--- src/hw/rtl/tvtc_pkg.sv ---
// ----------------------------------------------------------------------------
// tvtc_pkg
// Shared types and constants for the type K thermocouple linearizer.
// ----------------------------------------------------------------------------
package tvtc_pkg;

    // Table geometry. The search uses the first ACT_POINTS entries.
    localparam int ROM_POINTS   = 66;
    localparam int TABLE_POINTS = 65;
    localparam int ACT_POINTS   = (TABLE_POINTS < 2) ? 2 :
                                  (TABLE_POINTS > ROM_POINTS) ? ROM_POINTS : TABLE_POINTS;
    localparam int ADDR_W       = $clog2(ROM_POINTS);

    // Field widths.
    localparam int UV_W    = 16;               // measured microvolts
    localparam int AMB_W   = 18;               // ambient millidegrees
    localparam int TEMP_W  = 21;               // temperature in millidegrees
    localparam int X_W     = 18;               // search value (ambient or voltage sum)
    localparam int DIFF_W  = 16;               // largest step between two table values
    localparam int PROD_W  = DIFF_W + X_W;     // interpolation numerator
    localparam int CNT_W   = $clog2(PROD_W + 1);
    localparam int ENTRY_W = TEMP_W + UV_W;    // table word: {temperature, microvolts}

    localparam logic [TEMP_W-1:0] OUT_MAX = {TEMP_W{1'b1}};

    // Table of (temperature, microvolts) points.
    localparam logic [TEMP_W-1:0] ROM_TEMP [ROM_POINTS] = '{
        21'd0, 21'd10000, 21'd20000, 21'd30000, 21'd40000, 21'd50000, 21'd60000,
        21'd79000, 21'd98000, 21'd116000, 21'd134000, 21'd139000, 21'd155000,
        21'd172000, 21'd193000, 21'd212000, 21'd231000, 21'd250000, 21'd269000,
        21'd288000, 21'd307000, 21'd326000, 21'd345000, 21'd364000, 21'd383000,
        21'd402000, 21'd421000, 21'd440000, 21'd459000, 21'd478000, 21'd497000,
        21'd516000, 21'd535000, 21'd554000, 21'd573000, 21'd592000, 21'd611000,
        21'd630000, 21'd649000, 21'd668000, 21'd687000, 21'd706000, 21'd725000,
        21'd744000, 21'd763000, 21'd782000, 21'd801000, 21'd820000, 21'd839000,
        21'd858000, 21'd877000, 21'd896000, 21'd915000, 21'd934000, 21'd953000,
        21'd972000, 21'd991000, 21'd1010000, 21'd1029000, 21'd1048000,
        21'd1067000, 21'd1086000, 21'd1105000, 21'd1124000, 21'd1143000,
        21'd1200000
    };

    localparam logic [UV_W-1:0] ROM_UV [ROM_POINTS] = '{
        16'd0, 16'd397, 16'd798, 16'd1203, 16'd1612, 16'd2023, 16'd2436, 16'd3225,
        16'd4013, 16'd4756, 16'd5491, 16'd5694, 16'd6339, 16'd7021, 16'd7859,
        16'd8619, 16'd9383, 16'd10153, 16'd10930, 16'd11712, 16'd12499, 16'd13290,
        16'd14084, 16'd14881, 16'd15680, 16'd16482, 16'd17285, 16'd18091,
        16'd18898, 16'd19707, 16'd20516, 16'd21326, 16'd22137, 16'd22947,
        16'd23757, 16'd24565, 16'd25373, 16'd26179, 16'd26983, 16'd27784,
        16'd28584, 16'd29380, 16'd30174, 16'd30964, 16'd31752, 16'd32536,
        16'd33316, 16'd34093, 16'd34867, 16'd35637, 16'd36403, 16'd37166,
        16'd37925, 16'd38680, 16'd39432, 16'd40180, 16'd40924, 16'd41665,
        16'd42402, 16'd43134, 16'd43863, 16'd44588, 16'd45308, 16'd46024,
        16'd46735, 16'd48838
    };

    // Controller states.
    typedef enum logic [2:0] {
        S_FILL,
        S_IDLE,
        S_SCAN0,
        S_SCAN,
        S_MUL,
        S_DIV,
        S_DONE
    } t_state;

endpackage

--- src/hw/rtl/tvtc_ram.sv ---
// ----------------------------------------------------------------------------
// tvtc_ram
// Generic single-port-write, single-port-read RAM with a registered read.
// ----------------------------------------------------------------------------
module tvtc_ram #(
    parameter int WIDTH = 8,
    parameter int DEPTH = 16
) (
    input  logic                     i_clk,
    input  logic                     i_wr_en,
    input  logic [$clog2(DEPTH)-1:0] i_wr_addr,
    input  logic [WIDTH-1:0]         i_wr_data,
    input  logic [$clog2(DEPTH)-1:0] i_rd_addr,
    output logic [WIDTH-1:0]         o_rd_data
);

    logic [WIDTH-1:0] r_mem [DEPTH];
    logic [WIDTH-1:0] r_rd_data;

    // Write port and registered read port.
    always_ff @(posedge i_clk) begin
        if (i_wr_en) begin
            r_mem[i_wr_addr] <= i_wr_data;
        end
        r_rd_data <= r_mem[i_rd_addr];
    end

    assign o_rd_data = r_rd_data;

endmodule

--- src/hw/rtl/tvtc_div.sv ---
// ----------------------------------------------------------------------------
// tvtc_div
// Restoring divider, one quotient bit per cycle, truncating.
// ----------------------------------------------------------------------------
module tvtc_div
    import tvtc_pkg::*;
(
    input  logic              i_clk,
    input  logic              i_rst_n,
    input  logic              i_start,
    input  logic [PROD_W-1:0] i_dividend,
    input  logic [TEMP_W-1:0] i_divisor,
    output logic              o_done,
    output logic [PROD_W-1:0] o_quotient
);

    logic              r_busy, n_busy;
    logic              r_done, n_done;
    logic [CNT_W-1:0]  r_cnt,  n_cnt;
    logic [TEMP_W-1:0] r_rem,  n_rem;
    logic [TEMP_W-1:0] r_dvs,  n_dvs;
    logic [PROD_W-1:0] r_dq,   n_dq;

    logic [TEMP_W:0]   rem_sh;
    logic              ge;

    // One shift-and-subtract step. The dividend shifts out of the top of
    // r_dq while quotient bits shift in at the bottom.
    always_comb begin
        rem_sh = {r_rem, r_dq[PROD_W-1]};
        ge     = (rem_sh >= {1'b0, r_dvs});
        n_busy = r_busy;
        n_done = 1'b0;
        n_cnt  = r_cnt;
        n_rem  = r_rem;
        n_dvs  = r_dvs;
        n_dq   = r_dq;
        if (i_start) begin
            n_busy = 1'b1;
            n_cnt  = '0;
            n_rem  = '0;
            n_dvs  = i_divisor;
            n_dq   = i_dividend;
        end else if (r_busy) begin
            n_rem = ge ? TEMP_W'(rem_sh - {1'b0, r_dvs}) : TEMP_W'(rem_sh);
            n_dq  = {r_dq[PROD_W-2:0], ge};
            n_cnt = r_cnt + 1'b1;
            if (r_cnt == CNT_W'(PROD_W - 1)) begin
                n_busy = 1'b0;
                n_done = 1'b1;
            end
        end
    end

    always_ff @(posedge i_clk) begin
        if (!i_rst_n) begin
            r_busy <= 1'b0;
            r_done <= 1'b0;
            r_cnt  <= '0;
        end else begin
            r_busy <= n_busy;
            r_done <= n_done;
            r_cnt  <= n_cnt;
        end
        r_rem <= n_rem;
        r_dvs <= n_dvs;
        r_dq  <= n_dq;
    end

    assign o_done     = r_done;
    assign o_quotient = r_dq;

endmodule

--- src/hw/rtl/thermocouple_voltage_to_temperature_core.sv ---
// ----------------------------------------------------------------------------
// thermocouple_voltage_to_temperature_core
// Type K thermocouple linearizer: microvolts to millidegrees Celsius by
// piecewise-linear interpolation over the first 65 of the 66 table points.
// ----------------------------------------------------------------------------
// Usage
// The slave stream carries one sample per transfer: measured microvolts in
// tdata[15:0] and the ambient temperature in tdata[33:16]. The master stream
// returns the hot-junction temperature in tdata[20:0], one transfer per
// sample. The cold-junction enable is written through i_cfg_we/i_cfg_wdata
// and resets to 1.
// After reset the table RAM is loaded from the package constants, one entry
// a cycle; s_axis_tready stays low until then.
// One sample is processed at a time. Each lookup reads entry 0 and then scans
// the table RAM one entry a cycle up to the first point above the value, or
// up to the last active point (index 64), then multiplies and runs the
// bit-serial divider. Compensation on takes two lookups, off takes one.
// The result sits in an output register; the core takes the next sample
// while it waits, and holds a second result back until the receiver has
// taken the first.
// ----------------------------------------------------------------------------
module thermocouple_voltage_to_temperature_core
    import tvtc_pkg::*;
(
    input  logic        i_clk,
    input  logic        i_rst_n,
    // Configuration: cold_junction_enable.
    input  logic        i_cfg_we,
    input  logic        i_cfg_wdata,
    // Input stream.
    input  logic        s_axis_tvalid,
    output logic        s_axis_tready,
    input  logic [39:0] s_axis_tdata,  // [15:0] measured_microvolts, [33:16] ambient_millidegrees
    // Output stream.
    output logic        m_axis_tvalid,
    input  logic        m_axis_tready,
    output logic [23:0] m_axis_tdata   // [20:0] temperature_millidegrees
);

    t_state            r_state, n_state;
    logic              r_cje;
    logic [ADDR_W-1:0] r_addr,  n_addr;
    logic              r_phase, n_phase;     // 0: ambient to microvolts, 1: microvolts to temperature
    logic [UV_W-1:0]   r_uv,    n_uv;
    logic [X_W-1:0]    r_x,     n_x;
    logic [ENTRY_W-1:0] r_prev, n_prev;
    logic [DIFF_W-1:0] r_dy,    n_dy;
    logic [X_W-1:0]    r_dxx,   n_dxx;
    logic [TEMP_W-1:0] r_dx,    n_dx;
    logic [TEMP_W-1:0] r_y0,    n_y0;
    logic [PROD_W-1:0] r_prod,  n_prod;
    logic              r_div_go;
    logic              r_out_valid, n_out_valid;
    logic [TEMP_W-1:0] r_out_data,  n_out_data;

    logic               in_xfer;
    logic               out_free;
    logic [ENTRY_W-1:0] rd_data;
    logic [ENTRY_W-1:0] wr_data;
    logic [TEMP_W-1:0]  cur_key, cur_val, prev_key, prev_val;
    logic               hit;
    logic               div_done;
    logic [PROD_W-1:0]  div_q;
    logic [PROD_W:0]    lerp;
    logic [PROD_W+1:0]  uv_sum;

    assign in_xfer  = s_axis_tvalid && s_axis_tready;
    assign out_free = !r_out_valid || m_axis_tready;

    // Table RAM, loaded from the package constants after reset.
    assign wr_data = {ROM_TEMP[r_addr], ROM_UV[r_addr]};

    tvtc_ram #(
        .WIDTH (ENTRY_W),
        .DEPTH (ROM_POINTS)
    ) u_table (
        .i_clk     (i_clk),
        .i_wr_en   (r_state == S_FILL),
        .i_wr_addr (r_addr),
        .i_wr_data (wr_data),
        .i_rd_addr (n_addr),
        .o_rd_data (rd_data)
    );

    // Key and value of the entry at r_addr and of the one before it. The
    // search runs on temperature in the ambient lookup and on voltage in the
    // voltage lookup.
    always_comb begin
        if (r_phase) begin
            cur_key  = TEMP_W'(rd_data[UV_W-1:0]);
            cur_val  = rd_data[ENTRY_W-1:UV_W];
            prev_key = TEMP_W'(r_prev[UV_W-1:0]);
            prev_val = r_prev[ENTRY_W-1:UV_W];
        end else begin
            cur_key  = rd_data[ENTRY_W-1:UV_W];
            cur_val  = TEMP_W'(rd_data[UV_W-1:0]);
            prev_key = r_prev[ENTRY_W-1:UV_W];
            prev_val = TEMP_W'(r_prev[UV_W-1:0]);
        end
    end

    // The segment ends at the first point above the value, or at the last
    // active point when the value lies beyond the table.
    assign hit = (cur_key > TEMP_W'(r_x)) || (r_addr == ADDR_W'(ACT_POINTS - 1));

    // Numerator over segment width, truncated.
    tvtc_div u_div (
        .i_clk      (i_clk),
        .i_rst_n    (i_rst_n),
        .i_start    (r_div_go),
        .i_dividend (r_prod),
        .i_divisor  (r_dx),
        .o_done     (div_done),
        .o_quotient (div_q)
    );

    // A zero-width segment yields its start value.
    assign lerp   = (r_dx == '0) ? (PROD_W + 1)'(r_y0) :
                    ((PROD_W + 1)'(r_y0) + (PROD_W + 1)'(div_q));
    assign uv_sum = (PROD_W + 2)'(r_uv) + (PROD_W + 2)'(lerp);

    // Next state.
    always_comb begin
        n_state = r_state;
        unique case (r_state)
            S_FILL:  if (r_addr == ADDR_W'(ROM_POINTS - 1)) n_state = S_IDLE;
            S_IDLE:  if (in_xfer) n_state = S_SCAN0;
            S_SCAN0: n_state = S_SCAN;
            S_SCAN:  if (hit) n_state = S_MUL;
            S_MUL:   n_state = S_DIV;
            S_DIV:   if (div_done) n_state = r_phase ? S_DONE : S_SCAN0;
            S_DONE:  if (out_free) n_state = S_IDLE;
            default: n_state = S_IDLE;
        endcase
    end

    // Datapath and handshake outputs.
    always_comb begin
        n_addr      = r_addr;
        n_phase     = r_phase;
        n_uv        = r_uv;
        n_x         = r_x;
        n_prev      = r_prev;
        n_dy        = r_dy;
        n_dxx       = r_dxx;
        n_dx        = r_dx;
        n_y0        = r_y0;
        n_prod      = r_prod;
        n_out_valid = r_out_valid && !m_axis_tready;
        n_out_data  = r_out_data;
        s_axis_tready = 1'b0;
        unique case (r_state)
            S_FILL: begin
                n_addr = (r_addr == ADDR_W'(ROM_POINTS - 1)) ? '0 : r_addr + 1'b1;
            end
            S_IDLE: begin
                s_axis_tready = 1'b1;
                n_addr        = '0;
                n_uv          = s_axis_tdata[UV_W-1:0];
                if (r_cje) begin
                    n_phase = 1'b0;
                    n_x     = s_axis_tdata[UV_W+AMB_W-1:UV_W];
                end else begin
                    n_phase = 1'b1;
                    n_x     = X_W'(s_axis_tdata[UV_W-1:0]);
                end
            end
            S_SCAN0: begin
                // Entry 0 is the start of the first candidate segment.
                n_prev = rd_data;
                n_addr = ADDR_W'(1);
            end
            S_SCAN: begin
                if (hit) begin
                    n_dy  = DIFF_W'(cur_val - prev_val);
                    n_dxx = X_W'(TEMP_W'(r_x) - prev_key);
                    n_dx  = cur_key - prev_key;
                    n_y0  = prev_val;
                end else begin
                    n_prev = rd_data;
                    n_addr = r_addr + 1'b1;
                end
            end
            S_MUL: begin
                n_prod = PROD_W'(r_dy) * PROD_W'(r_dxx);
            end
            S_DIV: begin
                n_addr = '0;
                if (div_done && !r_phase) begin
                    n_x     = X_W'(uv_sum);
                    n_phase = 1'b1;
                end
            end
            S_DONE: begin
                // The quotient and segment start stay put here, so the result
                // is loaded only once the output register is free.
                if (out_free) begin
                    n_out_valid = 1'b1;
                    n_out_data  = (lerp > (PROD_W + 1)'(OUT_MAX)) ? OUT_MAX : TEMP_W'(lerp);
                end
            end
            default: begin
                n_addr = '0;
            end
        endcase
    end

    // Control registers.
    always_ff @(posedge i_clk) begin
        if (!i_rst_n) begin
            r_state     <= S_FILL;
            r_addr      <= '0;
            r_cje       <= 1'b1;
            r_div_go    <= 1'b0;
            r_out_valid <= 1'b0;
        end else begin
            r_state     <= n_state;
            r_addr      <= n_addr;
            r_div_go    <= (r_state == S_MUL);
            r_out_valid <= n_out_valid;
            if (i_cfg_we) r_cje <= i_cfg_wdata;
        end
    end

    // Payload registers.
    always_ff @(posedge i_clk) begin
        r_phase    <= n_phase;
        r_uv       <= n_uv;
        r_x        <= n_x;
        r_prev     <= n_prev;
        r_dy       <= n_dy;
        r_dxx      <= n_dxx;
        r_dx       <= n_dx;
        r_y0       <= n_y0;
        r_prod     <= n_prod;
        r_out_data <= n_out_data;
    end

    assign m_axis_tvalid = r_out_valid;
    assign m_axis_tdata  = 24'(r_out_data);

    // The divider finishes only while the controller waits for it.
    a_div_done_in_div: assert property (@(posedge i_clk) disable iff (!i_rst_n)
        div_done |-> r_state == S_DIV)
        else $error("divider finished outside the divide state");

    // The scan never reads beyond the active points.
    a_scan_in_range: assert property (@(posedge i_clk) disable iff (!i_rst_n)
        r_state == S_SCAN |-> r_addr < ADDR_W'(ACT_POINTS))
        else $error("table scan beyond the active points");

    // An accepted sample always starts a scan at entry 0.
    a_accept_starts_scan: assert property (@(posedge i_clk) disable iff (!i_rst_n)
        in_xfer |=> (r_state == S_SCAN0) && (r_addr == '0))
        else $error("accepted sample did not start a scan");

    // A new result is only loaded from the final state.
    a_result_from_done: assert property (@(posedge i_clk) disable iff (!i_rst_n)
        $rose(m_axis_tvalid) |-> $past(r_state) == S_DONE)
        else $error("result presented outside the final state");

endmodule

--- config.mk ---
export PLATFORM = sky130hd
export DESIGN_NAME = thermocouple_voltage_to_temperature_core
export DESIGN_NICKNAME = d
export VERILOG_FILES = /design/src/hw/rtl/tvtc_pkg.sv /design/src/hw/rtl/tvtc_ram.sv /design/src/hw/rtl/tvtc_div.sv /design/src/hw/rtl/thermocouple_voltage_to_temperature_core.sv
export SDC_FILE = /design/constraint.sdc
export NUM_CORES = 2
export LEC_CHECK = 0
export BUFFER_PORTS_ARGS = -buffer_cell sky130_fd_sc_hd__buf_2
export CAP_MARGIN = 15
export CORE_ASPECT_RATIO = 2
export CORE_MARGIN = 5
export CORE_UTILIZATION = 55
export DETAILED_ROUTE_END_ITERATION = 12
export PLACE_DENSITY = 0.77
export SLEW_MARGIN = 0
export SYNTH_ARGS = -nofsm -noshare
export SYNTH_HDL_FRONTEND = slang
export SYNTH_SLANG_ARGS = --single-unit
--- constraint.sdc ---
create_clock -name i_clk -period 9 [get_ports i_clk]
set_input_delay 0 -clock i_clk [delete_from_list [all_inputs] [get_ports i_clk]]
set_output_delay 0 -clock i_clk [all_outputs]
set_load 0.01 [all_outputs]
After elaboration in Yosys (flattened, before gate mapping) --
Memory sizes are Yosys's and may differ from the RTL's. A register that Yosys moved wholly into a read port is not among the register bits. Index checks and enable logic that the tools add are counted.
Operators by class: add/subtract/negate cells 8, multiply operators 1, $lt $le $gt $ge 4, equality and inequality tests 16, muxes and demuxes 39, bitwise logic cells 3, reductions and logical operators 21
Operators with widths (count):
- 21-bit 2-to-1 mux | 6
- 37-bit case mux with 2 select lines | 1
- 34-bit 2-to-1 mux | 2
- 16-bit 2-to-1 mux | 3
- 21-bit subtractor | 2
- 37-bit 2-to-1 mux | 1
- 18-bit 2-to-1 mux | 2
- 18-bit case mux with 2 select lines | 1
- 21-bit by 34-bit adder with 35-bit output | 1
- 35-bit by 21-bit greater-than comparator with 1-bit output (second input constant) | 1
- 35-bit 2-to-1 mux | 1
- 16-bit by 18-bit multiplier with 34-bit output | 1
- 7-bit case mux with 4 select lines | 1
- 22-bit by 21-bit >= comparator with 1-bit output | 1
- 21-bit by 18-bit greater-than comparator with 1-bit output | 1
- 21-bit logical NOT | 1
- 3-bit case mux with 7 select lines | 1
- 16-bit by 18-bit adder with 18-bit output | 1
- 3-bit 2-to-1 mux | 6
- 18-bit subtractor | 1
- 16-bit subtractor | 1
- 7-bit equality test (second input constant) | 2
- 7-bit 2-to-1 mux | 2
- 2-bit != test (second input constant) | 6
- 21 further kinds | 46
Storage, ports and cells: register bits after elaboration 300, memory bits (writable) 2442, memory bits (read-only) 4736, input bits 46, output and inout port bits 26, memories 3
Memory list:
- (no name shown) | words 128, bits a word 21, rd ports 1, clocked after memory_dff 0, write ports 0, RTL line thermocouple_voltage_to_temperature_core.sv:71 | assign wr_data = {ROM_TEMP[r_addr], ROM_UV[r_addr]};
- u_table.r_mem | words 66, bits a word 37, rd ports 1, clocked after memory_dff 1, write ports 1, RTL line tvtc_ram.sv:17 | logic [WIDTH-1:0] r_mem [DEPTH];
- (no name shown) | words 128, bits a word 16, rd ports 1, clocked after memory_dff 0, write ports 0, RTL line thermocouple_voltage_to_temperature_core.sv:71

Logic depth before layout (Yosys ltp) --
depth in word-level cells 5, depth in mapped cells 25, gate-level depth less buffers 23

Modules after synthesis --
Synthesis repeated with hierarchy kept, for this count alone.
Unflattened totals: cells, all modules 7331, area total of the unflattened synthesis 124082.8 um2
By module, submodules not included:
- tvtc_ram | times used 1, cells an instance 4154, area an instance 94040.2 um2
- thermocouple_voltage_to_temperature_core | times used 1, cells an instance 2739, area an instance 25333.0 um2
- tvtc_div | times used 1, cells an instance 438, area an instance 4709.5 um2

Least setup slack after synthesis --
OpenSTA, ideal clock, no wires.
path type reg2reg, start point register r_addr[2], end point memory u_table.r_mem[0][22] in the netlist's numbering, data pin, setup time 1.033 ns, data arrival time 6.316 ns, data required time 7.967 ns, setup slack 1.651 ns, stages on the path, launching flop included 8, path buffers 3, period minus slack after synthesis 7.349 ns, cell sequence dfxtp_1 > buf_2 > inv_1 > buf_1 > clkbuf_1 > ha_1 > xnor2_1 > o311ai_0
On the way: longest elaborated chain between the ends 4
RTL lines:
- start, declared | RTL line thermocouple_voltage_to_temperature_core.sv:42 | logic [ADDR_W-1:0] r_addr, n_addr;
- start signal, assigned | RTL line thermocouple_voltage_to_temperature_core.sv:218 | r_addr <= n_addr;
- 7-bit NOT with 8-bit output (implied by the code) | RTL line thermocouple_voltage_to_temperature_core.sv:71
- memory read 128 x 21 bit
- 21-bit 2-to-1 mux (implied by the code) (2 in series) | RTL line thermocouple_voltage_to_temperature_core.sv:71
- net u_table.i_wr_data[22] | RTL line tvtc_ram.sv:12 | input logic [WIDTH-1:0] i_wr_data,
- end, declared | RTL line tvtc_ram.sv:17
The timed path passes the listed nets, and every way through them passes these cells. The select of a mux whose other input is x is not followed.

Final worst setup path --
start point register r_phase, end point register u_table.r_rd_data[21] (netlist: u_table.o_rd_data[21]), read port of u_table.r_mem
On the way: longest elaborated chain between the ends 5
RTL lines:
- start, declared | RTL line thermocouple_voltage_to_temperature_core.sv:43 | logic r_phase, n_phase;
- start signal, assigned | RTL line thermocouple_voltage_to_temperature_core.sv:227 | r_phase <= n_phase;
- 21-bit 2-to-1 mux | RTL line thermocouple_voltage_to_temperature_core.sv:89 | if (r_phase) begin
- 21-bit by 18-bit greater-than comparator with 1-bit output | RTL line thermocouple_voltage_to_temperature_core.sv:104 | assign hit = (cur_key > TEMP_W'(r_x)) || (r_addr == ADDR_W'(ACT_POINTS - 1));
- 1-bit logical OR | RTL line thermocouple_voltage_to_temperature_core.sv:104
- 7-bit 2-to-1 mux | RTL line thermocouple_voltage_to_temperature_core.sv:174 | if (hit) begin
- 7-bit case mux with 4 select lines | RTL line thermocouple_voltage_to_temperature_core.sv:152 | unique case (r_state)
- end, declared | RTL line tvtc_ram.sv:18 | logic [WIDTH-1:0] r_rd_data;
No other way between the ends. A chain may end at the register's enable or synchronous reset.

==> impl_metrics.tcl <==
set metrics [dict create \
    critPathMaxFanout 103 \
    ctsResizeCount 0 \
    drc 0 \
    async_flop_share 0 \
    r2r_end "u_table.o_rd_data[21]" \
    power_density_nw_per_um2 329 \
    rsz0062_at_grt "no" \
    start_util 0.551 \
    yosys.area_share.simple 0.111 \
    dpl.hpwl_um 216000 \
    drive_gt1_frac 0.0953 \
    endpoint_kind "register" \
    rr_startpoint "r_phase" \
    htree_levels 4 \
    power_leakage_uw 0.0469 \
    synth_common_cells "2499 x edfxtp_1, 1583 x nand2_1, 437 x mux2i_1" \
    synth_compound_area_frac 0.0848 \
    combPwrFrac 0.425 \
    crit_top_cell "buf_12" \
    swShare 0.390 \
    chipWidth_um 337 \
    core_um2 213000 \
    grtUsageTotal 0.296 \
    worstPathArrival_ns 8.08 \
    synth_edf_count 2499 \
    cts_tree "done" \
    cts_buffers 208 \
    avgViaCountPerCell 6.51 \
    antenna_found_initial 14 \
    port_buffers 62 \
    drt-total-wl_um 338000 \
    worstPathCellList "buf_12, mux2_2, ha_1, and4_1, nand2_1, a21oi_1, o21ai_2, a21oi_4, buf_12, and2_4, buf_12, buf_12, nand2_1, a32o_1, o31ai_1, a41oi_1, a311oi_1" \
    ys_ff_latch 2575 \
    synthTopCellsByArea "edfxtp_1 64%, nand2_1 5.1%, fa_1 3.9%" \
    hold_class "in2reg" \
    irDropWorstVdd_v 0.000430 \
    clock-skew-final_ns 0.0750 \
    crit_path_start "r_phase" \
    post_cts_buffers 0 \
    p_int_uw 26100 \
    grt_pass1_wl_um 492000 \
    syn_inst 8770 \
    grt_pass1_vias 78100 \
    yosysSeqAreaShare 0.652 \
    power.switching_uw 16700 \
    drt_iter0_drc 8641 \
    hold-worst-slack_ns 0.0592 \
    synth-adder-area-share 0.0667 \
    gp_congestion 1.01 \
    clockBufferDepth 4 \
    synth_top_family_by_area "simple AND/OR/NAND/NOR gates" \
    drtAntennaViolNets 0 \
    num-nets-final 9377 \
    syn_avg_cell_area_um2 13.4 \
    relSlewSlack 0.111 \
    synth_cell_types 94 \
    seqPwrFrac 0.355 \
    routedWlPerCell_um 28.7 \
    rows 240 \
    yosys_warnings 0 \
    drtPass1Iterations 9 \
    clock-sinks 2575 \
    setup_viol 0 \
    grt_start_max_net_pins 147 \
    worst_pin_slew_ns 1.33 \
    synthXorXnorAreaFrac 0.00858 \
    start_kind "register" \
    tns_ns 0 \
    criticalPathCategory "reg2reg" \
    synthMuxAreaShare 0.0440 \
    synth.most_common_cell "edfxtp_1" \
    fin_crit_ns 7.41 \
    r2r_slack_ns 1.59 \
    clock.fmax_mhz 135 \
    yosysTopAreaCell "edfxtp_1" \
    drv_slew 0 \
    outcome "finished, final reports clean" \
    finalCritPeriodShare 0.823 \
    die_h_um 663 \
    synth_top_area_frac 0.639 \
    slowest_stage "edfxtp_1" \
    root_buffer "clkbuf_16" \
    drv_cap 0 \
    die_area_um2 223000 \
    r2r_cells 17 \
    clkTransAtPathRegs_ns 0.07 \
    areaGrowthSynthToFinish_pct 10.6 \
    yosys_most_used_dff "edfxtp_1" \
    hold_viol 0 \
    syn_area_um2 117000 \
    required_ns 9.67 \
    io_pins 72 \
    grt_overflow_total 0 \
    slowest_delay_ns 1.00 \
    clockPowerShare 0.221 \
    endpoint "u_table.o_rd_data[21]" \
    vias 76800 \
    worstSkewPairLatency_ns 0.88 \
    fill_cells 15400 \
]
## power by group through the flow
stage / logic (µW) / registers [µW] / clock network (µW)
6_report: 18200 / 15200 / 9420
5_1_grt: 19300 / 15200 / 9950
4_1_cts: 17900 / 15100 / 9490
3_5_place_dp: 17700 / 15400 / 0
3_3_place_gp: 17200 / 15400 / 0
2_1_floorplan: 11800 / 15400 / 0
## timing repair
item                                    in CTS  in global routing
endpoints found under the setup margin       0                  0
hold buffers                                57                  0
hold endpoints to repair                    54                  0
## layout by cell type, fill, tap and decap left out, types with 222 or more instances in the layout
cell type  count
ha_1         256
edfxtp_1    2499
mux2i_1      437
fa_1         231
nand2_1     1581
nand3_1      251
buf_4        222
nor2_1       274
inv_1        362
and3_1       326
## per-layer routing
metal | share of wire | track usage | up-vias
li1 | - | - | 32800
met1 | 0.31 | 0.304 | 38000
met2 | 0.52 | 0.530 | 4501
met3 | 0.076 | 0.0463 | 1480
met4 | 0.10 | 0.233 | 8
met5 | 0.00014 | 0 | -
## cell type report
type / count / area [µm²] / share of cell area
multi-input combinational: 5310 / 38100 / 0.293
antenna: 8 / 20.0 / 0.000154
sequential: 2575 / 76600 / 0.590
inverter: 366 / 1370 / 0.0106
clock buffer: 246 / 5470 / 0.0421
timing repair buffer: 383 / 3400 / 0.0261
tap: 2783 / 3480 / 0.0268
clock inverter: 129 / 1470 / 0.0113
## logic make-up (layout without fill, tap and decap cells)
kind of cell	after synthesis	after routing
compound gates	1286	1286
simple gates	2915	2915
fa+ha+maj	487	487
flops	2575	2575
mux	504	504
buf+inv	887	1124
other cells	1	11
xor+xnor	115	115
## sequential cells by signal (all words and copies together), names as in the netlist, 7 cells and up
signal,count
r_dy,16
r_prod,34
u_table.r_mem,2244
u_table.o_rd_data,34
r_prev,34
u_div.r_dvs,21
u_div.r_rem,21
r_addr,7
r_x,18
r_dx,21
r_uv,16
r_y0,21
u_div.o_quotient,34
r_dxx,18
r_out_data,21
## per-stage QoR
step | instance area, µm² | setup slack [ns] | utilization | instances | power, µW
final | 130000 | 1.59 | 0.609 | 11800 | 42700
after global routing | 130000 | 1.37 | 0.609 | 11800 | 44400
after CTS | 130000 | 1.78 | 0.609 | 11800 | 42500
after detailed placement | 122000 | 1.74 | 0.573 | 11400 | 33100
after global placement | 122000 | 1.80 | 0.573 | 11400 | 32600
after floorplan | 117000 | 1.65 | - | 8772 | 27200
## worst max-delay path, delay by kind of cell, from the launching register on
kind / cells / cell delay [ns]
simple gates: 4 / 1.09
flops: 1 / 1.00
buf+inv: 4 / 1.37
mux: 1 / 0.43
fa+ha+maj: 1 / 0.29
compound gates: 7 / 2.83
## worst min-delay path by stage
stage          cells past startpoint              from  endpoint  slack [ns]
2_1_floorplan                      1           i_rst_n     r_cje        0.06
3_3_place_gp                       1  s_axis_tdata[11]  r_uv[11]        0.19
3_5_place_dp                       1   s_axis_tdata[4]   r_uv[4]        0.19
4_1_cts                            4  s_axis_tdata[33]   r_x[17]        0.02
5_1_grt                            4  s_axis_tdata[33]   r_x[17]         0.1
6_report                           4  s_axis_tdata[33]   r_x[17]        0.06
(Power assumes the default switching activity.)
